`config.mk`:
```
export PLATFORM = sky130hd
export DESIGN_NAME = c_source_lexer_flat
export DESIGN_NICKNAME = d
export VERILOG_FILES = /design/src/rtl/clx_pkg.sv /design/src/rtl/clx_byte_if.sv /design/src/rtl/clx_tok_if.sv /design/src/rtl/clx_front.sv /design/src/rtl/clx_back.sv /design/src/rtl/c_source_lexer.sv /design/src/flat_wrapper.sv
export SDC_FILE = /design/constraint.sdc
export NUM_CORES = 2
export LEC_CHECK = 0
export BUFFER_PORTS_ARGS = -buffer_cell sky130_fd_sc_hd__buf_4
export CAP_MARGIN = 40
export CORE_MARGIN = 3
export CORE_UTILIZATION = 58
export DETAILED_ROUTE_END_ITERATION = 7
export HOLD_SLACK_MARGIN = 0.02
export PLACE_DENSITY_LB_ADDON = 0.1
export SLEW_MARGIN = 25
export SYNTH_ARGS = -nofsm -noshare
export SYNTH_HDL_FRONTEND = slang
export SYNTH_HIERARCHICAL = 1
export SYNTH_SLANG_ARGS = --single-unit
```
`constraint.sdc`:
```
create_clock -name clk -period 14.4 [get_ports clk]
set_input_delay 4.32 -clock clk [delete_from_list [all_inputs] [get_ports clk]]
set_output_delay 4.32 -clock clk [all_outputs]
set_load 0.005 [all_outputs]
```
`src/rtl/clx_pkg.sv`:
```
// Package for the C source lexer: token record, codes, character classes, tables.
`default_nettype none
package clx_pkg;

	localparam int POSITION_BITS_DEF = 32;
	localparam int QUEUE_DEPTH       = 4;
	localparam int QPTR_BITS         = $clog2(QUEUE_DEPTH);
	localparam int PREFIX_DEPTH      = 6;

	typedef enum logic [2:0] {
		KIND_NUMBER  = 3'd0,
		KIND_IDENT   = 3'd1,
		KIND_KEYWORD = 3'd2,
		KIND_PUNCT   = 3'd3,
		KIND_STRING  = 3'd4,
		KIND_SBYTE   = 3'd5,
		KIND_EOF     = 3'd6,
		KIND_ERROR   = 3'd7
	} tok_kind_t;

	typedef enum logic [1:0] {
		ERR_NONE     = 2'd0,
		ERR_INVALID  = 2'd1,
		ERR_UNCLOSED = 2'd2
	} err_code_t;

	typedef enum logic [2:0] {
		MODE_IDLE   = 3'd0,
		MODE_NUMBER = 3'd1,
		MODE_IDENT  = 3'd2,
		MODE_PUNCT  = 3'd3,
		MODE_STRING = 3'd4,
		MODE_SKIP   = 3'd5
	} lex_mode_t;

	// one result beat
	typedef struct packed {
		tok_kind_t   kind;
		logic [31:0] start;
		logic [31:0] length;
		logic [63:0] value;
		logic [7:0]  data;
		err_code_t   err;
		logic        last;
	} tok_t;

	// records handed from front to back in one cycle
	typedef struct packed {
		logic [1:0] cnt;
		tok_t       first;
		tok_t       second;
	} push_t;

	function automatic logic is_space(input logic [7:0] c);
		return (c == 8'd32) || (c >= 8'd9 && c <= 8'd13);
	endfunction

	function automatic logic is_digit(input logic [7:0] c);
		return c >= "0" && c <= "9";
	endfunction

	function automatic logic is_ident_first(input logic [7:0] c);
		return (c >= "a" && c <= "z") || (c >= "A" && c <= "Z") || c == "_";
	endfunction

	function automatic logic is_punct(input logic [7:0] c);
		return c >= 8'd33 && c <= 8'd126 && !is_digit(c) && !is_ident_first(c)
			&& c != "\"";
	endfunction

	function automatic logic is_pair_lead(input logic [7:0] c);
		return c == "=" || c == "!" || c == "<" || c == ">";
	endfunction

	// mode entered when a byte is seen with no token open
	function automatic lex_mode_t start_mode(input logic [7:0] c);
		lex_mode_t m;
		m = MODE_IDLE;
		if (c == 8'd0 || is_space(c)) m = MODE_IDLE;
		else if (is_digit(c))         m = MODE_NUMBER;
		else if (c == "\"")           m = MODE_STRING;
		else if (is_ident_first(c))   m = MODE_IDENT;
		else if (is_pair_lead(c))     m = MODE_PUNCT;
		else if (is_punct(c))         m = MODE_IDLE;
		else                          m = MODE_SKIP;
		return m;
	endfunction

	function automatic logic [7:0] decode_escape(input logic [7:0] c);
		logic [7:0] r;
		r = c;
		unique case (c)
			"a":     r = 8'd7;
			"b":     r = 8'd8;
			"t":     r = 8'd9;
			"n":     r = 8'd10;
			"v":     r = 8'd11;
			"f":     r = 8'd12;
			"r":     r = 8'd13;
			"e":     r = 8'd27;
			default: r = c;
		endcase
		return r;
	endfunction

	// keyword check on the stored prefix; count 7 means longer than six
	function automatic logic kw_match(input logic [PREFIX_DEPTH-1:0][7:0] pf,
			input logic [2:0] n);
		logic m;
		m = 1'b0;
		unique case (n)
			3'd2: m = pf[0] == "i" && pf[1] == "f";
			3'd3: m = (pf[0] == "f" && pf[1] == "o" && pf[2] == "r")
				|| (pf[0] == "i" && pf[1] == "n" && pf[2] == "t");
			3'd4: m = (pf[0] == "e" && pf[1] == "l" && pf[2] == "s" && pf[3] == "e")
				|| (pf[0] == "c" && pf[1] == "h" && pf[2] == "a" && pf[3] == "r");
			3'd5: m = pf[0] == "w" && pf[1] == "h" && pf[2] == "i" && pf[3] == "l"
				&& pf[4] == "e";
			3'd6: m = (pf[0] == "r" && pf[1] == "e" && pf[2] == "t" && pf[3] == "u"
				&& pf[4] == "r" && pf[5] == "n")
				|| (pf[0] == "s" && pf[1] == "i" && pf[2] == "z" && pf[3] == "e"
				&& pf[4] == "o" && pf[5] == "f");
			default: m = 1'b0;
		endcase
		return m;
	endfunction

endpackage
`default_nettype wire

```
`src/rtl/clx_byte_if.sv`:
```
// Source byte channel.
`default_nettype none
interface clx_byte_if;
	logic       valid;
	logic       ready;
	logic [7:0] char_byte;

	modport source (output valid, output char_byte, input ready);
	modport sink (input valid, input char_byte, output ready);
endinterface
`default_nettype wire

```
`src/rtl/clx_tok_if.sv`:
```
// Token result channel.
`default_nettype none
interface clx_tok_if;
	logic        valid;
	logic        ready;
	logic [2:0]  token_kind;
	logic [31:0] token_start;
	logic [31:0] token_length;
	logic [63:0] number_value;
	logic [7:0]  data_byte;
	logic [1:0]  error_code;
	logic        last;

	modport source (output valid, output token_kind, output token_start,
		output token_length, output number_value, output data_byte,
		output error_code, output last, input ready);
	modport sink (input valid, input token_kind, input token_start,
		input token_length, input number_value, input data_byte,
		input error_code, input last, output ready);
endinterface
`default_nettype wire

```
`src/rtl/clx_front.sv`:
```
// Lexer front: takes source bytes, keeps the scan state, builds up to two records per byte.
`default_nettype none
module clx_front
	import clx_pkg::*;
#(
	parameter int POSITION_BITS = POSITION_BITS_DEF
) (
	input  wire        clk,
	input  wire        arst_n,
	clx_byte_if.sink   chars,
	input  wire        room,
	output push_t      push
);

	localparam int PB = POSITION_BITS;
	localparam int W  = (PB + 1 > 32) ? PB + 1 : 32;

	lex_mode_t                     mode_q, mode_d;
	logic [PB-1:0]                 pos_q, begin_q, begin_d;
	logic [63:0]                   acc_q, acc_d;
	logic [7:0]                    punct_q, punct_d;
	logic [PREFIX_DEPTH-1:0][7:0]  prefix_q, prefix_d;
	logic [2:0]                    idcnt_q, idcnt_d;
	logic                          esc_q, esc_d;
	logic [31:0]                   dcount_q, dcount_d;

	logic        accept;
	logic [7:0]  c;
	logic        v0, v1, again;
	tok_t        rec0, rec1;
	logic [67:0] acc_sum;
	logic [W-1:0] p_w, begin_w, span_w, slen_w, pm1_w;

	assign chars.ready = room;
	assign accept      = chars.valid & room;
	assign c           = chars.char_byte;

	// offsets seen at the 32-bit result fields
	assign p_w     = W'(pos_q);
	assign begin_w = W'(begin_q);
	assign span_w  = W'(pos_q - begin_q);
	assign slen_w  = W'(pos_q - begin_q) + W'(1);
	assign pm1_w   = W'(pos_q - PB'(1));

	// decimal step: acc*10 + digit, overflow shows in the top bits
	assign acc_sum = ({4'd0, acc_q} << 3) + ({4'd0, acc_q} << 1) + 68'(c - "0");

	// next mode
	always_comb begin
		mode_d = mode_q;
		unique case (mode_q)
			MODE_NUMBER: mode_d = is_digit(c) ? MODE_NUMBER : start_mode(c);
			MODE_IDENT:  mode_d = (is_ident_first(c) || is_digit(c)) ? MODE_IDENT
				: start_mode(c);
			MODE_PUNCT:  mode_d = (c == "=") ? MODE_IDLE : start_mode(c);
			MODE_STRING: begin
				if (c == 8'd0)                      mode_d = MODE_IDLE;
				else if (c == 8'd10 && !esc_q)      mode_d = MODE_SKIP;
				else if (c == "\"" && !esc_q)       mode_d = MODE_IDLE;
				else                                mode_d = MODE_STRING;
			end
			MODE_SKIP:   mode_d = (c == 8'd0) ? MODE_IDLE : MODE_SKIP;
			default:     mode_d = start_mode(c);
		endcase
	end

	// records and data state
	always_comb begin
		v0       = 1'b0;
		v1       = 1'b0;
		again    = 1'b0;
		rec0     = '0;
		rec1     = '0;
		begin_d  = begin_q;
		acc_d    = acc_q;
		punct_d  = punct_q;
		prefix_d = prefix_q;
		idcnt_d  = idcnt_q;
		esc_d    = esc_q;
		dcount_d = dcount_q;

		// close or extend the open token
		unique case (mode_q)
			MODE_NUMBER: begin
				if (is_digit(c)) begin
					acc_d = (acc_sum[67:64] != 4'd0) ? '1 : acc_sum[63:0];
				end else begin
					v0    = 1'b1;
					again = 1'b1;
					rec0  = '{KIND_NUMBER, begin_w[31:0], span_w[31:0], acc_q, 8'd0,
						ERR_NONE, 1'b0};
				end
			end
			MODE_IDENT: begin
				if (is_ident_first(c) || is_digit(c)) begin
					if (idcnt_q < 3'(PREFIX_DEPTH)) prefix_d[idcnt_q] = c;
					if (idcnt_q != 3'd7) idcnt_d = idcnt_q + 3'd1;
				end else begin
					v0    = 1'b1;
					again = 1'b1;
					rec0  = '{kw_match(prefix_q, idcnt_q) ? KIND_KEYWORD : KIND_IDENT,
						begin_w[31:0], span_w[31:0], 64'd0, 8'd0, ERR_NONE, 1'b0};
				end
			end
			MODE_PUNCT: begin
				v0    = 1'b1;
				again = (c != "=");
				rec0  = '{KIND_PUNCT, begin_w[31:0], (c == "=") ? 32'd2 : 32'd1, 64'd0,
					punct_q, ERR_NONE, 1'b0};
			end
			MODE_STRING: begin
				if (c == 8'd0 || (c == 8'd10 && !esc_q)) begin
					v0    = 1'b1;
					esc_d = 1'b0;
					rec0  = '{KIND_ERROR, begin_w[31:0], span_w[31:0], 64'd0, 8'd0,
						ERR_UNCLOSED, 1'b0};
				end else if (esc_q) begin
					v0       = 1'b1;
					esc_d    = 1'b0;
					dcount_d = dcount_q + 32'd1;
					rec0     = '{KIND_SBYTE, pm1_w[31:0], 32'd2, 64'd0, decode_escape(c),
						ERR_NONE, 1'b0};
				end else if (c == "\\") begin
					esc_d = 1'b1;
				end else if (c == "\"") begin
					v0   = 1'b1;
					rec0 = '{KIND_STRING, begin_w[31:0], slen_w[31:0], {32'd0, dcount_q},
						8'd0, ERR_NONE, 1'b0};
				end else begin
					v0       = 1'b1;
					dcount_d = dcount_q + 32'd1;
					rec0     = '{KIND_SBYTE, p_w[31:0], 32'd1, 64'd0, c, ERR_NONE, 1'b0};
				end
			end
			MODE_SKIP: begin
			end
			default: again = 1'b1;
		endcase

		// byte seen with no token open
		if (again) begin
			if (c == 8'd0) begin
				v1   = 1'b1;
				rec1 = '{KIND_EOF, p_w[31:0], 32'd0, 64'd0, 8'd0, ERR_NONE, 1'b1};
			end else if (is_space(c)) begin
			end else if (is_digit(c)) begin
				begin_d = pos_q;
				acc_d   = 64'(c - "0");
			end else if (c == "\"") begin
				begin_d  = pos_q;
				dcount_d = 32'd0;
				esc_d    = 1'b0;
			end else if (is_ident_first(c)) begin
				begin_d     = pos_q;
				prefix_d[0] = c;
				idcnt_d     = 3'd1;
			end else if (is_pair_lead(c)) begin
				begin_d = pos_q;
				punct_d = c;
			end else if (is_punct(c)) begin
				v1   = 1'b1;
				rec1 = '{KIND_PUNCT, p_w[31:0], 32'd1, 64'd0, c, ERR_NONE, 1'b1};
			end else begin
				v1   = 1'b1;
				rec1 = '{KIND_ERROR, p_w[31:0], 32'd1, 64'd0, 8'd0, ERR_INVALID, 1'b1};
			end
		end
	end

	// pack valid records, last on the final one
	always_comb begin
		push.cnt         = accept ? (2'(v0) + 2'(v1)) : 2'd0;
		push.first       = v0 ? rec0 : rec1;
		push.first.last  = !(v0 && v1);
		push.second      = rec1;
		push.second.last = 1'b1;
	end

	// state update per accepted beat
	always_ff @(posedge clk or negedge arst_n) begin
		if (!arst_n) begin
			mode_q   <= MODE_IDLE;
			pos_q    <= '0;
			begin_q  <= '0;
			acc_q    <= '0;
			punct_q  <= '0;
			idcnt_q  <= '0;
			esc_q    <= 1'b0;
			dcount_q <= '0;
		end else if (accept) begin
			mode_q   <= mode_d;
			pos_q    <= (c == 8'd0) ? '0 : pos_q + PB'(1);
			begin_q  <= begin_d;
			acc_q    <= acc_d;
			punct_q  <= punct_d;
			idcnt_q  <= idcnt_d;
			esc_q    <= esc_d;
			dcount_q <= dcount_d;
		end
	end

	// identifier prefix is payload, no reset
	always_ff @(posedge clk) begin
		if (accept) prefix_q <= prefix_d;
	end

endmodule
`default_nettype wire

```
`src/rtl/clx_back.sv`:
```
// Lexer back: result queue that takes up to two records a cycle and sends one beat a cycle while tokens.ready is high.
`default_nettype none
module clx_back
	import clx_pkg::*;
(
	input  wire        clk,
	input  wire        arst_n,
	input  push_t      push,
	output logic       room,
	clx_tok_if.source  tokens
);

	tok_t                 mem_q [QUEUE_DEPTH];
	logic [QPTR_BITS-1:0] wp_q, rp_q;
	logic [QPTR_BITS:0]   count_q;
	logic                 pop;
	tok_t                 head;

	assign room = count_q <= (QPTR_BITS + 1)'(QUEUE_DEPTH - 2);
	assign pop  = tokens.valid && tokens.ready;
	assign head = mem_q[rp_q];

	// output beat straight from the queue head
	assign tokens.valid        = count_q != '0;
	assign tokens.token_kind   = head.kind;
	assign tokens.token_start  = head.start;
	assign tokens.token_length = head.length;
	assign tokens.number_value = head.value;
	assign tokens.data_byte    = head.data;
	assign tokens.error_code   = head.err;
	assign tokens.last         = head.last;

	// record storage
	always_ff @(posedge clk) begin
		if (push.cnt != 2'd0) mem_q[wp_q] <= push.first;
		if (push.cnt == 2'd2) mem_q[QPTR_BITS'(wp_q + 1'b1)] <= push.second;
	end

	// pointers and fill count
	always_ff @(posedge clk or negedge arst_n) begin
		if (!arst_n) begin
			wp_q    <= '0;
			rp_q    <= '0;
			count_q <= '0;
		end else begin
			wp_q    <= wp_q + QPTR_BITS'(push.cnt);
			rp_q    <= rp_q + QPTR_BITS'(pop);
			count_q <= count_q + (QPTR_BITS + 1)'(push.cnt) - (QPTR_BITS + 1)'(pop);
		end
	end

`ifndef SYNTH
	a_count_bound: assert property (@(posedge clk) disable iff (!arst_n)
		count_q <= (QPTR_BITS + 1)'(QUEUE_DEPTH))
		else $error("result queue overfilled");
	a_push_room: assert property (@(posedge clk) disable iff (!arst_n)
		push.cnt != 2'd0 |-> room)
		else $error("records pushed without room");
	a_pair_last: assert property (@(posedge clk) disable iff (!arst_n)
		push.cnt == 2'd2 |-> !push.first.last && push.second.last)
		else $error("last flag wrong on record pair");
	a_single_last: assert property (@(posedge clk) disable iff (!arst_n)
		push.cnt == 2'd1 |-> push.first.last)
		else $error("single record without last");
`endif

endmodule
`default_nettype wire

```
`src/rtl/c_source_lexer.sv`:
```
// Top level of the C source lexer: front scanner and back result queue.
//
//  channel  dir  handshake     payload
//  chars    in   valid/ready   char_byte
//  tokens   out  valid/ready   token_kind, token_start, token_length,
//                              number_value, data_byte, error_code, last
//
// One source byte per cycle while the result queue has room; each byte is scanned in the cycle it is taken.
// A byte that yields two results needs two output beats, so the output port
// sets the sustained rate.
// chars.ready is high while the four-entry result queue has at least two free entries;
// a stalled output side fills the queue and then holds off input.
// Reset (arst_n) returns the lexer to idle at offset zero; no clearing pass.
`default_nettype none
module c_source_lexer
	import clx_pkg::*;
#(
	parameter int POSITION_BITS = POSITION_BITS_DEF
) (
	input  wire        clk,
	input  wire        arst_n,
	clx_byte_if.sink   chars,
	clx_tok_if.source  tokens
);

	push_t push;
	logic  room;

	clx_front #(
		.POSITION_BITS(POSITION_BITS)
	) u_front (
		.clk    (clk),
		.arst_n (arst_n),
		.chars  (chars),
		.room   (room),
		.push   (push)
	);

	clx_back u_back (
		.clk    (clk),
		.arst_n (arst_n),
		.push   (push),
		.room   (room),
		.tokens (tokens)
	);

endmodule
`default_nettype wire

```
`src/flat_wrapper.sv`:
```
// flat-port wrapper written by rule: the top's interface ports become plain ports
module c_source_lexer_flat import clx_pkg::*;
#(
	parameter int POSITION_BITS = POSITION_BITS_DEF
)
  (clk, arst_n, chars_valid, chars_char_byte, chars_ready, tokens_valid, tokens_token_kind, tokens_token_start, tokens_token_length, tokens_number_value, tokens_data_byte, tokens_error_code, tokens_last, tokens_ready);
  clx_byte_if chars_i ();
  clx_tok_if tokens_i ();
  input  wire clk;
  input  wire arst_n;
  input wire logic [$bits(chars_i.valid)-1:0] chars_valid;
  input wire logic [$bits(chars_i.char_byte)-1:0] chars_char_byte;
  output wire logic [$bits(chars_i.ready)-1:0] chars_ready;
  output wire logic [$bits(tokens_i.valid)-1:0] tokens_valid;
  output wire logic [$bits(tokens_i.token_kind)-1:0] tokens_token_kind;
  output wire logic [$bits(tokens_i.token_start)-1:0] tokens_token_start;
  output wire logic [$bits(tokens_i.token_length)-1:0] tokens_token_length;
  output wire logic [$bits(tokens_i.number_value)-1:0] tokens_number_value;
  output wire logic [$bits(tokens_i.data_byte)-1:0] tokens_data_byte;
  output wire logic [$bits(tokens_i.error_code)-1:0] tokens_error_code;
  output wire logic [$bits(tokens_i.last)-1:0] tokens_last;
  input wire logic [$bits(tokens_i.ready)-1:0] tokens_ready;
  assign chars_i.valid = chars_valid;
  assign chars_i.char_byte = chars_char_byte;
  assign chars_ready = chars_i.ready;
  assign tokens_valid = tokens_i.valid;
  assign tokens_token_kind = tokens_i.token_kind;
  assign tokens_token_start = tokens_i.token_start;
  assign tokens_token_length = tokens_i.token_length;
  assign tokens_number_value = tokens_i.number_value;
  assign tokens_data_byte = tokens_i.data_byte;
  assign tokens_error_code = tokens_i.error_code;
  assign tokens_last = tokens_i.last;
  assign tokens_i.ready = tokens_ready;
  c_source_lexer #(.POSITION_BITS(POSITION_BITS)) u_core (.clk(clk), .arst_n(arst_n), .chars(chars_i), .tokens(tokens_i));
endmodule
```
==> Word-level counts from Yosys, hierarchy flattened <==
Memories as Yosys holds them, arrays and structs flattened.
Cells that the tools add are included.
{ "totals": {"ram_bits": 568, "regBits": 230, "latchBits": 0, "mem_bits_ro": 0, "word_cells": 285, "in_bits": 12, "n_memories": 1} }
{ "mem_list": {"columns": ["name", "words", "width", "rd", "rd_ports_with_merged_regs", "write_ports", "line_no", "text"], "rows": [
  ["u_core.u_back.mem_q", 4, 142, 1, 0, 2, "clx_back.sv:13", "tok_t mem_q [QUEUE_DEPTH];"]
]} }
{ "op_classes": {"div_mod_pow": 0, "mul": 0, "addsub": 16, "n_lt_le_gt_ge": 14, "reduce_logical": 63, "n_mux": 108, "n_shift": 0, "bitwise_logic": 6, "n_eq_ne": 60} }
{ "ops": {"columns": ["operator", "n"], "rows": [
  ["142-bit two-way mux", 12],
  ["142-bit case mux with 4 select lines", 1],
  ["32-bit two-way mux", 15],
  ["64-bit two-way mux", 7],
  ["8-bit by 7-bit equality test with 1-bit output (second input constant)", 39],
  ["141-bit two-way mux", 1],
  ["140-bit two-way mux", 1],
  ["139-bit two-way mux", 1],
  ["32-bit by 1-bit adder with 32-bit output (second input constant)", 3],
  ["8-bit two-way mux", 10],
  ["3-bit two-way mux", 23],
  ["67-bit by 65-bit adder with 68-bit output", 1],
  ["68-bit adder", 1],
  ["8-bit case mux with 8 select lines", 1],
  ["48-bit bitwise mux", 1],
  ["8-bit by 6-bit equality test with 1-bit output (second input constant)", 6],
  ["1-bit logical AND", 38],
  ["32-bit by 1-bit subtractor with 32-bit output (second input constant)", 1],
  ["32-bit subtractor", 1],
  ["1-bit two-way mux", 27],
  ["8-bit demux with 3-bit select", 1],
  ["8-bit by 7-bit <= comparator with 1-bit output (second input constant)", 3],
  ["8-bit by 6-bit subtractor with 9-bit output (second input constant)", 2],
  ["8-bit by 6-bit greater-or-equal comparator with 1-bit output (second input constant)", 2],
  ["other kinds (38)", 69]
]} }

==> Logic depth before layout (Yosys ltp) <==
{ "logic_depth": {"depth_word": 16, "mapped_depth": 21, "depth_no_buf": 18} }

==> Cells and area by module <==
The synthesis kept the hierarchy.
{ "modules_own_cells": {"columns": ["module", "area_per_inst_um2", "seq_area_each_um2", "instances", "cells_per_inst"], "rows": [
  ["clx_back", 27677.8, 17231.5, 1, 1414],
  ["clx_front", 22305.1, 5820.6, 1, 2743]
]} }

==> Worst setup path before layout <==
Ideal clock, no wire load.
{ "synth_timing": {"path_type": "input -> register", "startpoint": "in chars_char_byte[4]", "endpoint": "mem u_core/u_back/mem_q[0][0] in the netlist's numbering (enable)", "arrival_time_ps": 17565, "cell_stages": 16, "setup_time_ps": 839, "path_buffers": 3, "slack_ps": -4004, "path_cell_list": "clkbuf_1 > inv_1 > ha_1 > clkbuf_1 > nand2_1 > o31a_1 > nand4_1 > a2bb2oi_1 > nand2_1 > nor2_1 > clkbuf_1 > clkinv_1 > ha_1 > and3_1 > o21bai_1 > o21ai_0"} }
{ "synth_rtl": {"columns": ["item", "line_no", "text"], "rows": [
  ["start, declared", "flat_wrapper.sv:12", "input wire logic [$bits(chars_i.char_byte)-1:0] chars_char_byte;"],
  ["end, declared", "clx_back.sv:13", null]
]} }

==> out/metrics.csv <==
metric;value;unit
outcome;finished clean;
CP Max Fanout;41;
synthesized area;49980;sq um
Clock Root Buffer;clkbuf_16;
count leader, synth;edfxtp_1;
Starting Density;0.5861;
# IOs;156;
Post-Route WL;129.9;mm
Die Area;89740;sq um
Mapped Avg Cell Area;12.02;sq um
most frequent cells after synthesis;edfxtp_1, mux2_2, nor2_1, a21oi_1, nand2_1;
n_diodes;0;
r2r setup slk;8770;ps
layout cells sized above 1;0.2549;
Area Overhead vs Synth;9.457;%
fin util;0.6415;
Max IR drop VDD;121.3;uV
dpl cell area;51780;sq um
DRC viols;0;
All-Layer GR Usage;0.2891;
DR iter-0 viols;2852;
chip height;299.6;microns
origin of the critical flop-to-flop path;u_core/u_front/pos_q[0];
Max Cap Viol;0;
Final Cycle Share;0.6786;
TritonCTS clock tree;done;
first-pass GRT wire length;203.3;mm
WP data required;14790;ps
ys async rst share;0.2281;
LEAKAGE;0.02142;uW
count of cell types in the netlist;94;
Critical Path Sink Type;register;
Tightest Pin Transition;1040;ps
Worst Clk Skew;32.73;ps
DP HPWL;85.09;mm
largest net degree at the start of global routing;143;
leading post-synthesis cells by cell area;edfxtp_1, mux2_2, dfrtp_1, mux4_2, ha_1;
initial antenna violation count;2;
Die Wd;299.6;microns
Main synth FF type;edfxtp_1;
routability cong.;0.9570;
Core Footprint;85280;sq um
hold_buf cts;0;
fin nets;4387;
reg2reg end;u_core/u_back/mem_q[0][103];
Pins Over Slew Limit;0;
register bit total from synthesis;798;
EDFF count, synth;616;
FF-to-FF path depth;14;
critical path class;input pin to register;
YS warnings;6;
I/O Buffers;155;
setup TNS;0;ps
ANT nets after route;0;
CP Capture Point;u_core/u_back/mem_q[3][85];
minimum clock period;9772;ps
fmax;102.3;MHz
critical path arrival;10170;ps
htree depth;3;
setup repair after global routing missed its margin;no;
post-route design area;54710;sq um
Slew headroom;0.3069;
FP Rows;107;
Hold WC Path Type;register to register;
Final setup viols;0;
Synth area leader;edfxtp_1;
Clock Tree Buf Depth;3;
share of the synthesized area in the top cell type;0.3701;
WL per Instance;24.03;microns
vias in the first global route;34750;
drt pass-1 iters;6;
final hold viol count;0;
worst skew pair latency;670;ps
placed insts;5240;
clk sink count;798;
cell area power density;197.7;nW/um^2
Seq/Total Area, Yosys;0.4612;
clock buffer count from CTS;88;
via count;34330;
post-CTS sizing;0;
Post-Syn Instances;4157;
Worst setup SP type;input pin;
Vias/cell;6.348;
setup bufs post-CTS;0;
Non-Filler Instances;5408;
CP startpoint;chars_char_byte[4];
GRT overflow;0;
clk slew on worst S/H paths;60;ps
==> state kept, by name, summed over array words and instances (netlist names), named ones only <==
| register | flops |
|---|---|
| u_core/u_back/count_q | 3 |
| u_core/u_back/mem_q | 568 |
| u_core/u_back/rp_q | 2 |
| u_core/u_back/wp_q | 2 |
| u_core/u_front/acc_q | 3 |
| u_core/u_front/begin_q | 32 |
| u_core/u_front/dcount_q | 32 |
| u_core/u_front/esc_q | 1 |
| u_core/u_front/idcnt_q | 3 |
| u_core/u_front/mode_q | 3 |
| u_core/u_front/pos_q | 32 |
| u_core/u_front/prefix_q | 48 |
| u_core/u_front/punct_q | 8 |
==> per-layer routing <==
metal,GRT usage,wire length [microns],vias up
met1,0.3881,54520,17380
li1,-,-,15700
met3,0.04331,7435,204
met2,0.4919,64610,1043
met4,0.08166,3363,2
met5,0,13,-
==> layout make-up <==
cell class / count / area [sq um]
tap: 1144 / 1431
sequential: 798 / 23060
inverter: 89 / 334.1
clock buffer: 116 / 2399
fill: 6600 / 30570
timing repair buffer: 230 / 1978
clock inverter: 47 / 461.7
multi-input combinational: 2984 / 25050
==> kinds of logic (layout without fill, tap and decap cells) <==
logic type | after synthesis | count (layout) | synth area share
other | 2 | 98 | 0.0001503
DFF | 798 | 798 | 0.4612
xor gates and xnor gates | 199 | 199 | 0.03502
adders and majority gates | 185 | 185 | 0.05602
and+or+nand+nor | 950 | 950 | 0.09673
AOI/OAI and AO/OA | 796 | 796 | 0.1012
buffers and inverters | 471 | 482 | 0.04759
muxes | 756 | 756 | 0.2021
==> critical path, cell delays in order <==
cell and delay [ps]:
buf_4 210, ha_1 460, o211ai_1 180, nand4_1 120, buf_4 380, nand4_1 460
a2bb2oi_2 310, nand2_1 300, nor2_1 70, buf_4 200, clkinv_1 160, ha_1 170
inv_1 180, nor2_1 510, nor4bb_4 400, buf_4 350, buf_4 630, buf_12 290
mux2_2 370
==> where the power goes <==
group	switching [uW]	leakage [uW]	internal [uW]
Clock	945	0.00141	1300
Sequential	325	0.00815	3110
Combinational	2900	0.0119	2230
Total	4170	0.0214	6650
==> worst min-delay path by stage <==
stage / start / slack, ps / to / cells past startpoint
after floorplan: u_core/u_front/begin_q[11] / 450 / u_core/u_front/begin_q[11] / 2
after global placement: u_core/u_front/begin_q[11] / 460 / u_core/u_front/begin_q[11] / 2
after detailed placement: u_core/u_front/begin_q[11] / 470 / u_core/u_front/begin_q[11] / 2
after CTS: u_core/u_front/begin_q[11] / 480 / u_core/u_front/begin_q[11] / 2
after global routing: u_core/u_front/punct_q[4] / 540 / u_core/u_front/punct_q[4] / 1
final: u_core/u_front/begin_q[11] / 480 / u_core/u_front/begin_q[11] / 2
==> placed cells by master, fill, tap and decap left out, types with 69 or more instances in the layout <==
cell type and count:
xnor2_1 98, clkbuf_16 89, and3_1 69, conb_1 98, edfxtp_1 616, dfrtp_1 180, nand3_1 84, nor2_1 229
inv_1 86, mux2_2 527, mux2_1 80, o21ai_0 200, xor2_1 100, nand2_1 216, ha_1 119, mux4_2 142
buf_4 206, a21oi_1 228
==> metrics by stage <==
step           power, uW  worst slack, ps  hold slack [ps]
6_report           10820             4628            480.4
5_1_grt            11460             4302            536.4
4_1_cts            10840             4722            482.3
3_5_place_dp        8559             4022            470.2
3_3_place_gp        8454             3714            465.0
2_1_floorplan       6894            206.2            449.8
(Power assumes the default switching activity.)
